==> src/hdl/mlfq_pkg.sv <==
// Package for the multilevel feedback queue scheduler.
// Holds request codes, sizes, the sequencer state type and reset constants. No dependencies.
`default_nettype none
package mlfq_pkg;

   localparam int MAX_THREADS = 128;
   localparam int NUM_LEVELS  = 7;

   localparam logic [2:0] REQ_CREATE = 3'd0;
   localparam logic [2:0] REQ_EVENT  = 3'd1;
   localparam logic [2:0] REQ_WAKE   = 3'd2;
   localparam logic [2:0] REQ_SET_TL = 3'd3;
   localparam logic [2:0] REQ_CLR_TL = 3'd4;

   localparam logic [1:0] DISP_READY = 2'd0;

   localparam logic CSR_BOOST_PERIOD = 1'b0;
   localparam logic CSR_TIME_UNIT    = 1'b1;

   localparam logic [15:0] BOOST_PERIOD_RESET = 16'd100;
   localparam logic [9:0]  TIME_UNIT_RESET    = 10'd25;

   typedef enum logic [3:0] {
      ST_IDLE,
      ST_LOOKUP,
      ST_REQUEUE,
      ST_BOOST_CHK,
      ST_WALK_RD,
      ST_WALK_WR,
      ST_BOOST_MOVE,
      ST_PICK,
      ST_POP_RD,
      ST_POP_WR,
      ST_MULT,
      ST_RESP
   } state_type;

endpackage
`default_nettype wire

==> src/hdl/multilevel_feedback_queue_scheduler_unit.sv <==
// Top level of the multilevel feedback queue scheduler.
// Uses mlfq_pkg. Per-thread levels and list links live in two synchronous memories inside this module.
//
// A request is taken when start is high and busy is low; each request gives exactly
// one response, strobed on rsp_valid for one cycle, which the receiver cannot hold off.
// A create, wake or temporary-level request passes lookup and requeue before the
// response; a refused create or wake or an unknown type goes from lookup straight to
// the response. An event passes requeue, the promotion check and the pick, then pops
// the queue head and works out the quantum if it dispatches a thread; with every queue
// empty it goes from the pick to the response. A due promotion first walks each list
// below level 0 through the link memory one entry at a time. Busy stays high from the
// cycle after acceptance through the response cycle, so the next request can be taken
// in the cycle after the response. The level and link memories need no clearing pass;
// one flag stands in for the main thread's level until its entry is first written.
`default_nettype none
module multilevel_feedback_queue_scheduler_unit
   import mlfq_pkg::*;
(
   input  wire logic        clock,
   input  wire logic        reset,
   input  wire logic        start,
   output logic             busy,
   input  wire logic [2:0]  req_type,
   input  wire logic [6:0]  req_thread_id,
   input  wire logic [1:0]  req_disposition,
   input  wire logic [2:0]  req_temp_level,
   input  wire logic        csr_valid,
   output logic             csr_ready,
   input  wire logic        csr_index,
   input  wire logic [15:0] csr_wdata,
   output logic             rsp_valid,
   output logic [6:0]       rsp_run_thread,
   output logic             rsp_run_valid,
   output logic [2:0]       rsp_run_level,
   output logic [12:0]      rsp_quantum,
   output logic             rsp_switched,
   output logic             rsp_error
);

   localparam int TW = (MAX_THREADS > 2) ? $clog2(MAX_THREADS) : 1;
   localparam int LW = $clog2(NUM_LEVELS);
   localparam int CW = TW + 1;
   localparam logic [LW-1:0] LAST = LW'(NUM_LEVELS - 1);

   typedef struct packed {
      logic [LW-1:0] lvl;
      logic [LW-1:0] blvl;
   } ent_type;

   // Per-thread memories: level info and list links.
   ent_type         ent_mem [MAX_THREADS];
   logic [TW-1:0]   link_mem[MAX_THREADS];
   ent_type         ent_rd_ff;
   logic [TW-1:0]   ent_ra_ff;
   ent_type         ent_q;
   logic [TW-1:0]   link_rd_ff;
   logic [TW-1:0]   ent_addr, link_addr, ent_waddr, link_waddr;
   ent_type         ent_wdata;
   logic [TW-1:0]   link_wdata;
   logic            ent_we, link_we;
   logic            main_new_ff, main_new_in;

   logic [MAX_THREADS-1:0] inq_ff, inq_in;
   logic [MAX_THREADS-1:0] bact_ff, bact_in;

   logic [TW-1:0] qh_ff[NUM_LEVELS], qh_in[NUM_LEVELS];
   logic [TW-1:0] qt_ff[NUM_LEVELS], qt_in[NUM_LEVELS];
   logic [CW-1:0] qc_ff[NUM_LEVELS], qc_in[NUM_LEVELS];

   state_type     st_ff, st_in;
   logic [2:0]    req_ff, req_in;
   logic [6:0]    id_ff, id_in;
   logic [1:0]    disp_ff, disp_in;
   logic [2:0]    tl_ff, tl_in;
   logic [TW-1:0] rt_ff, rt_in;
   logic          rv_ff, rv_in;
   logic [LW-1:0] rl_ff, rl_in;
   logic [15:0]   ec_ff, ec_in;
   logic [15:0]   bp_ff;
   logic [9:0]    tu_ff;
   logic [LW-1:0] k_ff, k_in;
   logic [CW-1:0] n_ff, n_in;
   logic [TW-1:0] cur_ff, cur_in;
   logic          sw_ff, sw_in, err_ff, err_in;
   logic [12:0]   qn_ff, qn_in;

   logic          id_ok;
   logic [TW-1:0] idt;
   logic [LW-1:0] push_lvl;
   logic [TW-1:0] push_id;
   logic          push_en;

   assign id_ok = ({25'd0, id_ff} < 32'(MAX_THREADS));
   assign idt   = TW'(id_ff);
   assign busy      = (st_ff != ST_IDLE);
   assign csr_ready = (st_ff == ST_IDLE);

   always_ff @(posedge clock) begin
      if (ent_we) ent_mem[ent_waddr] <= ent_wdata;
      if (link_we) link_mem[link_waddr] <= link_wdata;
      ent_rd_ff  <= ent_mem[ent_addr];
      ent_ra_ff  <= ent_addr;
      link_rd_ff <= link_mem[link_addr];
   end

   // The main thread runs at level 0 from reset before its entry is ever written.
   always_comb begin
      ent_q = ent_rd_ff;
      if (main_new_ff && ent_ra_ff == '0) ent_q.lvl = '0;
   end

   always_ff @(posedge clock) begin
      if (reset) begin
         st_ff <= ST_IDLE;
         inq_ff <= '0;
         bact_ff <= '0;
         for (int i = 0; i < NUM_LEVELS; i++) begin
            qh_ff[i] <= '0;
            qt_ff[i] <= '0;
            qc_ff[i] <= '0;
         end
         rt_ff <= '0;
         rv_ff <= 1'b1;
         rl_ff <= '0;
         ec_ff <= '0;
         bp_ff <= BOOST_PERIOD_RESET;
         tu_ff <= TIME_UNIT_RESET;
         main_new_ff <= 1'b1;
      end else begin
         st_ff <= st_in;
         inq_ff <= inq_in;
         bact_ff <= bact_in;
         qh_ff <= qh_in;
         qt_ff <= qt_in;
         qc_ff <= qc_in;
         rt_ff <= rt_in;
         rv_ff <= rv_in;
         rl_ff <= rl_in;
         ec_ff <= ec_in;
         main_new_ff <= main_new_in;
         if (csr_valid && csr_ready) begin
            if (csr_index == CSR_BOOST_PERIOD) bp_ff <= csr_wdata;
            else tu_ff <= csr_wdata[9:0];
         end
      end
      req_ff <= req_in;
      id_ff <= id_in;
      disp_ff <= disp_in;
      tl_ff <= tl_in;
      k_ff <= k_in;
      n_ff <= n_in;
      cur_ff <= cur_in;
      sw_ff <= sw_in;
      err_ff <= err_in;
      qn_ff <= qn_in;
   end

   always_comb begin
      st_in = st_ff;
      inq_in = inq_ff;
      bact_in = bact_ff;
      qh_in = qh_ff;
      qt_in = qt_ff;
      qc_in = qc_ff;
      rt_in = rt_ff;
      rv_in = rv_ff;
      rl_in = rl_ff;
      ec_in = ec_ff;
      req_in = req_ff;
      id_in = id_ff;
      disp_in = disp_ff;
      tl_in = tl_ff;
      k_in = k_ff;
      n_in = n_ff;
      cur_in = cur_ff;
      sw_in = sw_ff;
      err_in = err_ff;
      qn_in = qn_ff;
      main_new_in = main_new_ff;
      ent_addr = idt;
      link_addr = cur_ff;
      ent_we = 1'b0;
      ent_waddr = idt;
      ent_wdata = ent_q;
      link_we = 1'b0;
      link_waddr = '0;
      link_wdata = '0;
      push_en = 1'b0;
      push_lvl = '0;
      push_id = idt;
      rsp_valid = 1'b0;

      unique case (st_ff)
         ST_IDLE: begin
            if (start) begin
               req_in = req_type;
               id_in = req_thread_id;
               disp_in = req_disposition;
               tl_in = req_temp_level;
               sw_in = 1'b0;
               err_in = 1'b0;
               qn_in = '0;
               st_in = ST_LOOKUP;
            end
         end
         ST_LOOKUP: begin
            // Address the running thread on events, the request's thread otherwise.
            ent_addr = (req_ff == REQ_EVENT) ? rt_ff : idt;
            st_in = ST_REQUEUE;
            if (req_ff == REQ_EVENT) begin
               ec_in = ec_ff + 16'd1;
            end else if (!id_ok || req_ff > REQ_CLR_TL) begin
               st_in = ST_RESP;
            end else if ((req_ff == REQ_CREATE || req_ff == REQ_WAKE) &&
                         (inq_ff[idt] || (rv_ff && rt_ff == idt))) begin
               err_in = 1'b1;
               st_in = ST_RESP;
            end
         end
         ST_REQUEUE: begin
            st_in = ST_RESP;
            case (req_ff)
               REQ_CREATE: begin
                  ent_we = 1'b1;
                  ent_wdata = ent_q;
                  ent_wdata.lvl = '0;
                  bact_in[idt] = 1'b0;
                  push_en = 1'b1;
                  push_lvl = '0;
               end
               REQ_WAKE: begin
                  push_en = 1'b1;
                  push_lvl = (ent_q.lvl > LAST) ? LAST : ent_q.lvl;
               end
               REQ_SET_TL: begin
                  ent_we = 1'b1;
                  ent_wdata = ent_q;
                  ent_wdata.blvl = ({1'b0, tl_ff} > 4'(NUM_LEVELS - 1)) ? LAST
                                                                           : LW'(tl_ff);
                  bact_in[idt] = 1'b1;
               end
               REQ_CLR_TL: bact_in[idt] = 1'b0;
               default: begin
                  st_in = ST_BOOST_CHK;
                  if (rv_ff && disp_ff == DISP_READY && !inq_ff[rt_ff]) begin
                     push_en = 1'b1;
                     push_id = rt_ff;
                     if (bact_ff[rt_ff]) begin
                        push_lvl = ent_q.blvl;
                     end else begin
                        push_lvl = (ent_q.lvl >= LAST) ? LAST : ent_q.lvl + 1'b1;
                        ent_we = 1'b1;
                        ent_waddr = rt_ff;
                        ent_wdata = ent_q;
                        ent_wdata.lvl = push_lvl;
                     end
                  end
               end
            endcase
         end
         ST_BOOST_CHK: begin
            st_in = ST_PICK;
            if (ec_ff >= bp_ff) begin
               ec_in = '0;
               k_in = LW'(1);
               n_in = '0;
               cur_in = qh_ff[1];
               st_in = ST_WALK_RD;
            end
         end
         ST_WALK_RD: begin
            // Read level and link of the current list entry, or move on once the list is done.
            if (n_ff >= qc_ff[k_ff]) begin
               if (k_ff == LAST) begin
                  st_in = ST_BOOST_MOVE;
               end else begin
                  k_in = k_ff + 1'b1;
                  n_in = '0;
                  cur_in = qh_ff[k_ff + 1'b1];
               end
            end else begin
               ent_addr = cur_ff;
               link_addr = cur_ff;
               st_in = ST_WALK_WR;
            end
         end
         ST_WALK_WR: begin
            ent_we = 1'b1;
            ent_waddr = cur_ff;
            ent_wdata = ent_q;
            if (ent_q.lvl != '0) ent_wdata.lvl = ent_q.lvl - 1'b1;
            cur_in = link_rd_ff;
            n_in = n_ff + 1'b1;
            st_in = ST_WALK_RD;
         end
         ST_BOOST_MOVE: begin
            if (qc_ff[1] != '0) begin
               if (qc_ff[0] == '0) begin
                  qh_in[0] = qh_ff[1];
               end else begin
                  link_we = 1'b1;
                  link_waddr = qt_ff[0];
                  link_wdata = qh_ff[1];
               end
               qt_in[0] = qt_ff[1];
               qc_in[0] = qc_ff[0] + qc_ff[1];
            end
            for (int i = 1; i < NUM_LEVELS - 1; i++) begin
               qh_in[i] = qh_ff[i + 1];
               qt_in[i] = qt_ff[i + 1];
               qc_in[i] = qc_ff[i + 1];
            end
            qc_in[NUM_LEVELS - 1] = '0;
            st_in = ST_PICK;
         end
         ST_PICK: begin
            rv_in = 1'b0;
            rt_in = '0;
            rl_in = '0;
            st_in = ST_RESP;
            for (int i = NUM_LEVELS - 1; i >= 0; i--) begin
               if (qc_ff[i] != '0) begin
                  k_in = LW'(i);
                  st_in = ST_POP_RD;
               end
            end
         end
         ST_POP_RD: begin
            link_addr = qh_ff[k_ff];
            st_in = ST_POP_WR;
         end
         ST_POP_WR: begin
            rt_in = qh_ff[k_ff];
            rv_in = 1'b1;
            rl_in = k_ff;
            sw_in = 1'b1;
            inq_in[qh_ff[k_ff]] = 1'b0;
            qc_in[k_ff] = qc_ff[k_ff] - 1'b1;
            if (qc_ff[k_ff] != CW'(1)) qh_in[k_ff] = link_rd_ff;
            st_in = ST_MULT;
         end
         ST_MULT: begin
            qn_in = (k_ff == LAST) ? '0 : (13'(tu_ff) * (13'(k_ff) + 13'd1));
            st_in = ST_RESP;
         end
         ST_RESP: begin
            rsp_valid = 1'b1;
            st_in = ST_IDLE;
         end
         default: st_in = ST_IDLE;
      endcase

      if (push_en) begin
         if (qc_ff[push_lvl] == '0) begin
            qh_in[push_lvl] = push_id;
         end else begin
            link_we = 1'b1;
            link_waddr = qt_ff[push_lvl];
            link_wdata = push_id;
         end
         qt_in[push_lvl] = push_id;
         qc_in[push_lvl] = qc_ff[push_lvl] + 1'b1;
         inq_in[push_id] = 1'b1;
      end

      if (ent_we && ent_waddr == '0) main_new_in = 1'b0;
   end

   assign rsp_run_thread = rv_ff ? 7'(rt_ff) : 7'd0;
   assign rsp_run_valid  = rv_ff;
   assign rsp_run_level  = rv_ff ? 3'(rl_ff) : 3'd0;
   assign rsp_quantum    = qn_ff;
   assign rsp_switched   = sw_ff;
   assign rsp_error      = err_ff;

   a_rsp_one: assert property (@(posedge clock) disable iff (reset)
      rsp_valid |=> !busy) else $error("response not followed by idle");
   a_err_noswitch: assert property (@(posedge clock) disable iff (reset)
      rsp_valid && rsp_error |-> !rsp_switched) else $error("refused request switched");
   a_quantum: assert property (@(posedge clock) disable iff (reset)
      rsp_valid && !rsp_switched |-> rsp_quantum == 13'd0) else $error("stray quantum");
   a_run_notq: assert property (@(posedge clock) disable iff (reset)
      rsp_valid && rsp_switched |-> !inq_ff[rt_ff]) else $error("running thread queued");

endmodule
`default_nettype wire

==> config.mk <==
export PLATFORM = sky130hd
export DESIGN_NAME = multilevel_feedback_queue_scheduler_unit
export DESIGN_NICKNAME = d
export VERILOG_FILES = /design/src/hdl/mlfq_pkg.sv /design/src/hdl/multilevel_feedback_queue_scheduler_unit.sv
export SDC_FILE = /design/constraint.sdc
export NUM_CORES = 2
export LEC_CHECK = 0
export BUFFER_PORTS_ARGS = -buffer_cell sky130_fd_sc_hd__buf_2
export CAP_MARGIN = 20
export CORE_ASPECT_RATIO = 0.9
export CORE_UTILIZATION = 35
export DETAILED_ROUTE_END_ITERATION = 12
export SLEW_MARGIN = 20
export SYNTH_ARGS = -nofsm -noshare
export SYNTH_HDL_FRONTEND = slang
export SYNTH_SLANG_ARGS = --single-unit
==> constraint.sdc <==
create_clock -name clock -period 10.65 [get_ports clock]
set_input_delay 2.6625 -clock clock [delete_from_list [all_inputs] [get_ports clock]]
set_output_delay 2.6625 -clock clock [all_outputs]
set_load 0.01 [all_outputs]
==> results.yml <==
status:
  status: "finished clean"
synth:
  async_flop_share_pct: 0
  ys.flop_type: "edfxtp_1"
  synth-seq-cells: 2200
  synth_edf_count: 1712
  yosysSeqAreaShare_pct: 63.09
  synthesis.area_mm2: 0.09697
  synthTopCellsByArea: "edfxtp_1 53%, dfxtp_1 10%, mux4_2 6.2%"
  synth_area_leader_cell: "edfxtp_1"
  synth_area_per_cell_um2: 12.46
  syn_inst: 7780
  synth_top_area_share_pct: 53.01
  synth_fp_nets: 7892
  yosys_warnings: 0
  synth_cell_types: 95
cts:
  cts_setup_buffers: 0
  cts_tree: "done"
  clock_sinks: 2200
  cts_buffers: 231
  hold_buffers: 0
  path_clk_slew_ns: 0.06
  root_buffer: "clkbuf_16"
  cts_resized: 0
  clk_latency_ns: 0.93
  cts.path.max_buffers: 4
  htree_num_levels: 4
final_layout:
  layout_common_cells: "1712 x edfxtp_1, 1185 x nand2_1, 720 x nor2_1"
  final_net_count: 7801
  fillers: 25470
  layout_commonest_cell: "edfxtp_1"
  fin_area_mm2: 0.1093
  seq_area_mm2: 0.06119
  drive_gt1_share_pct: 13.27
  multiInputGateArea_mm2: 0.03371
  syn_to_final_growth_pct: 12.74
timing:
  final.setup.tns_ns: 0
  finalClockSkew_ns: 0.1158
  timing.final.ws_setup_ns: 2.479
  setup_viol: 0
  relSlewSlack_pct: 22.20
  fin_crit_ns: 8.171
  max_freq_ghz: 0.1224
  period_share_pct: 76.72
  rsz0062_at_grt: "false"
  finalHoldViolations: 0
  drv_slew: 0
  worst_slew_pin_slew_ns: 1.163
placement:
  gp_congestion: 0.9283
  dpl.hpwl_um: 173400
  place_ws_ns: 2.621
  dpl_cell_area_mm2: 0.1014
  portBuffers: 64
detailed_routing:
  vias: 66750
  drt_wl_total_um: 282300
  drcViolationCount: 0
  drt_iter0_drc: 8115
  ant_nets: 0
  dr.pass1.iters: 8
  vias_per_cell: 5.777
  wl_per_cell_um: 24.43
worst_setup_path:
  cp.arrival_ns: 8.67
  critPathLaunchType: "flip-flop"
  critPathMaxFanout: 50
  critical_path_class: "reg -> reg"
  worstPathRequired_ns: 11.15
  crit_path_end_kind: "flip-flop"
power:
  power_uw: 25130
  peakVddDrop_v: 0.0001969
  leakage_uw: 0.03414
  power_density_mw_per_mm2: 229.9
global_routing:
  grt_max_degree: 151
  grt_pass1_wl_um: 422600
  antenna_found_initial: 5
  track_usage_pct: 19.69
  grt-ovfl-total: 0
  grt_pass1_vias: 64220
die:
  core-area_mm2: 0.2744
  die_area_mm2: 0.2792
  start_util_pct: 35.34
  die_w_um: 556.8
  die_y_um: 501.4
  core.rowCount: 182
  ioPinCount: 65
flow_run:
  max_cap_viol_count: 0
min_path:
  hold_class: "reg -> reg"
-- kinds of logic after synthesis --
| family | share of synthesized area, % |
|---|---|
| fa+ha+maj | 1.112 |
| flops | 63.09 |
| mux | 9.152 |
| compound gates | 11.71 |
| buf+inv | 2.713 |
| xor+xnor | 0.5238 |
| simple gates | 11.70 |
-- where the power goes --
group	leakage [µW]	switching, µW	total [µW]	internal [µW]
combinational	0.0117	4620	6450	1830
clock	0.00376	3460	8290	4830
sequential	0.0187	279	10400	10100
total	0.0341	8350	25100	16800
-- synthesized netlist by cell type, types with 20 or more instances --
cell type and n:
edfxtp_1 1712, nand2_1 1185, nor2_1 731, dfxtp_1 488, clkbuf_1 395, a21oi_1 322, a211oi_1 272, mux4_2 268
nand3_1 243, o21ai_0 234, mux2i_1 233, a22oi_1 153, a311oi_1 135, nor3_1 111, a31oi_1 97, and2_1 90
inv_1 80, buf_1 71, buf_2 69, o211ai_1 62, ha_1 59, nand4_1 49, a21o_1 48, a221oi_1 48
and3_1 44, mux2_2 43, nor2b_1 41, o2111ai_1 38, a22o_1 34, xnor2_1 32, xor2_1 26, a32oi_1 24
nor3_2 22, nor4_1 22, o22ai_1 21, nand2b_1 20
-- per-layer routing --
metal | routed length (µm) | track usage, % | vias to the layer above | part of all wire [%]
met4 | 8292 | 5.829 | 0 | 2.9
met5 | 0 | 0 | - | 0
met3 | 25730 | 3.402 | 548 | 9.1
li1 | - | - | 29440 | -
met1 | 120600 | 28.16 | 33290 | 43
met2 | 127700 | 30.50 | 3473 | 45
-- path summary, 6_finish.rpt --
kind,from,to,slack [ns],depth (start not counted)
worst max-delay path,rt_ff[2],link_mem[29][4],2.48,16
worst min-delay path,bp_ff[9],bp_ff[9],0.46,2
worst max register to register,rt_ff[2],link_mem[29][4],2.48,16
worst min register to register,bp_ff[9],bp_ff[9],0.46,2
-- registers in the layout, indices dropped and copies added (netlist names), 8 cells and up, named ones only --
signal / flops
link_mem: 896
ent_mem: 768
inq_ff: 128
qc_ff: 56
qh_ff: 49
qt_ff: 42
bp_ff: 16
ec_ff: 16
rsp_quantum: 13
tu_ff: 10
n_ff: 8
-- cell type report --
cell class | instances | area share (%)
antenna | 2 | 0.004578
timing repair buffer | 237 | 1.623
clock buffer | 282 | 5.700
multi-input combinational | 4935 | 30.84
clock inverter | 134 | 1.365
tap | 3680 | 4.211
inverter | 84 | 0.2941
sequential | 2200 | 55.96
-- critical path: stages (launching register included) --
cell and delay [ns]:
dfxtp_4 0.91, buf_4 0.60, nor2b_1 0.09, a2111oi_0 0.46, o31ai_1 0.13, nor3_1 0.83, nor3_1 0.15, mux2i_1 0.26
buf_4 0.28, and2_1 0.71, mux2_2 0.42, o22ai_1 0.30, o2111a_1 0.53, a21oi_2 0.16, or3b_2 0.66, buf_4 0.29
nor3_1 0.92
-- metrics by stage --
stage / hold WS [ns] / cells / utilization [%]
2_1_floorplan: 0.4363 / 7780 / -
3_3_place_gp: 0.4477 / 11130 / 36.94
3_5_place_dp: 0.4482 / 11130 / 36.96
4_1_cts: 0.4567 / 11550 / 39.78
5_1_grt: 0.4707 / 11550 / 39.84
6_report: 0.4562 / 11550 / 39.84
No activity file was read; power rests on OpenSTA's default activity.
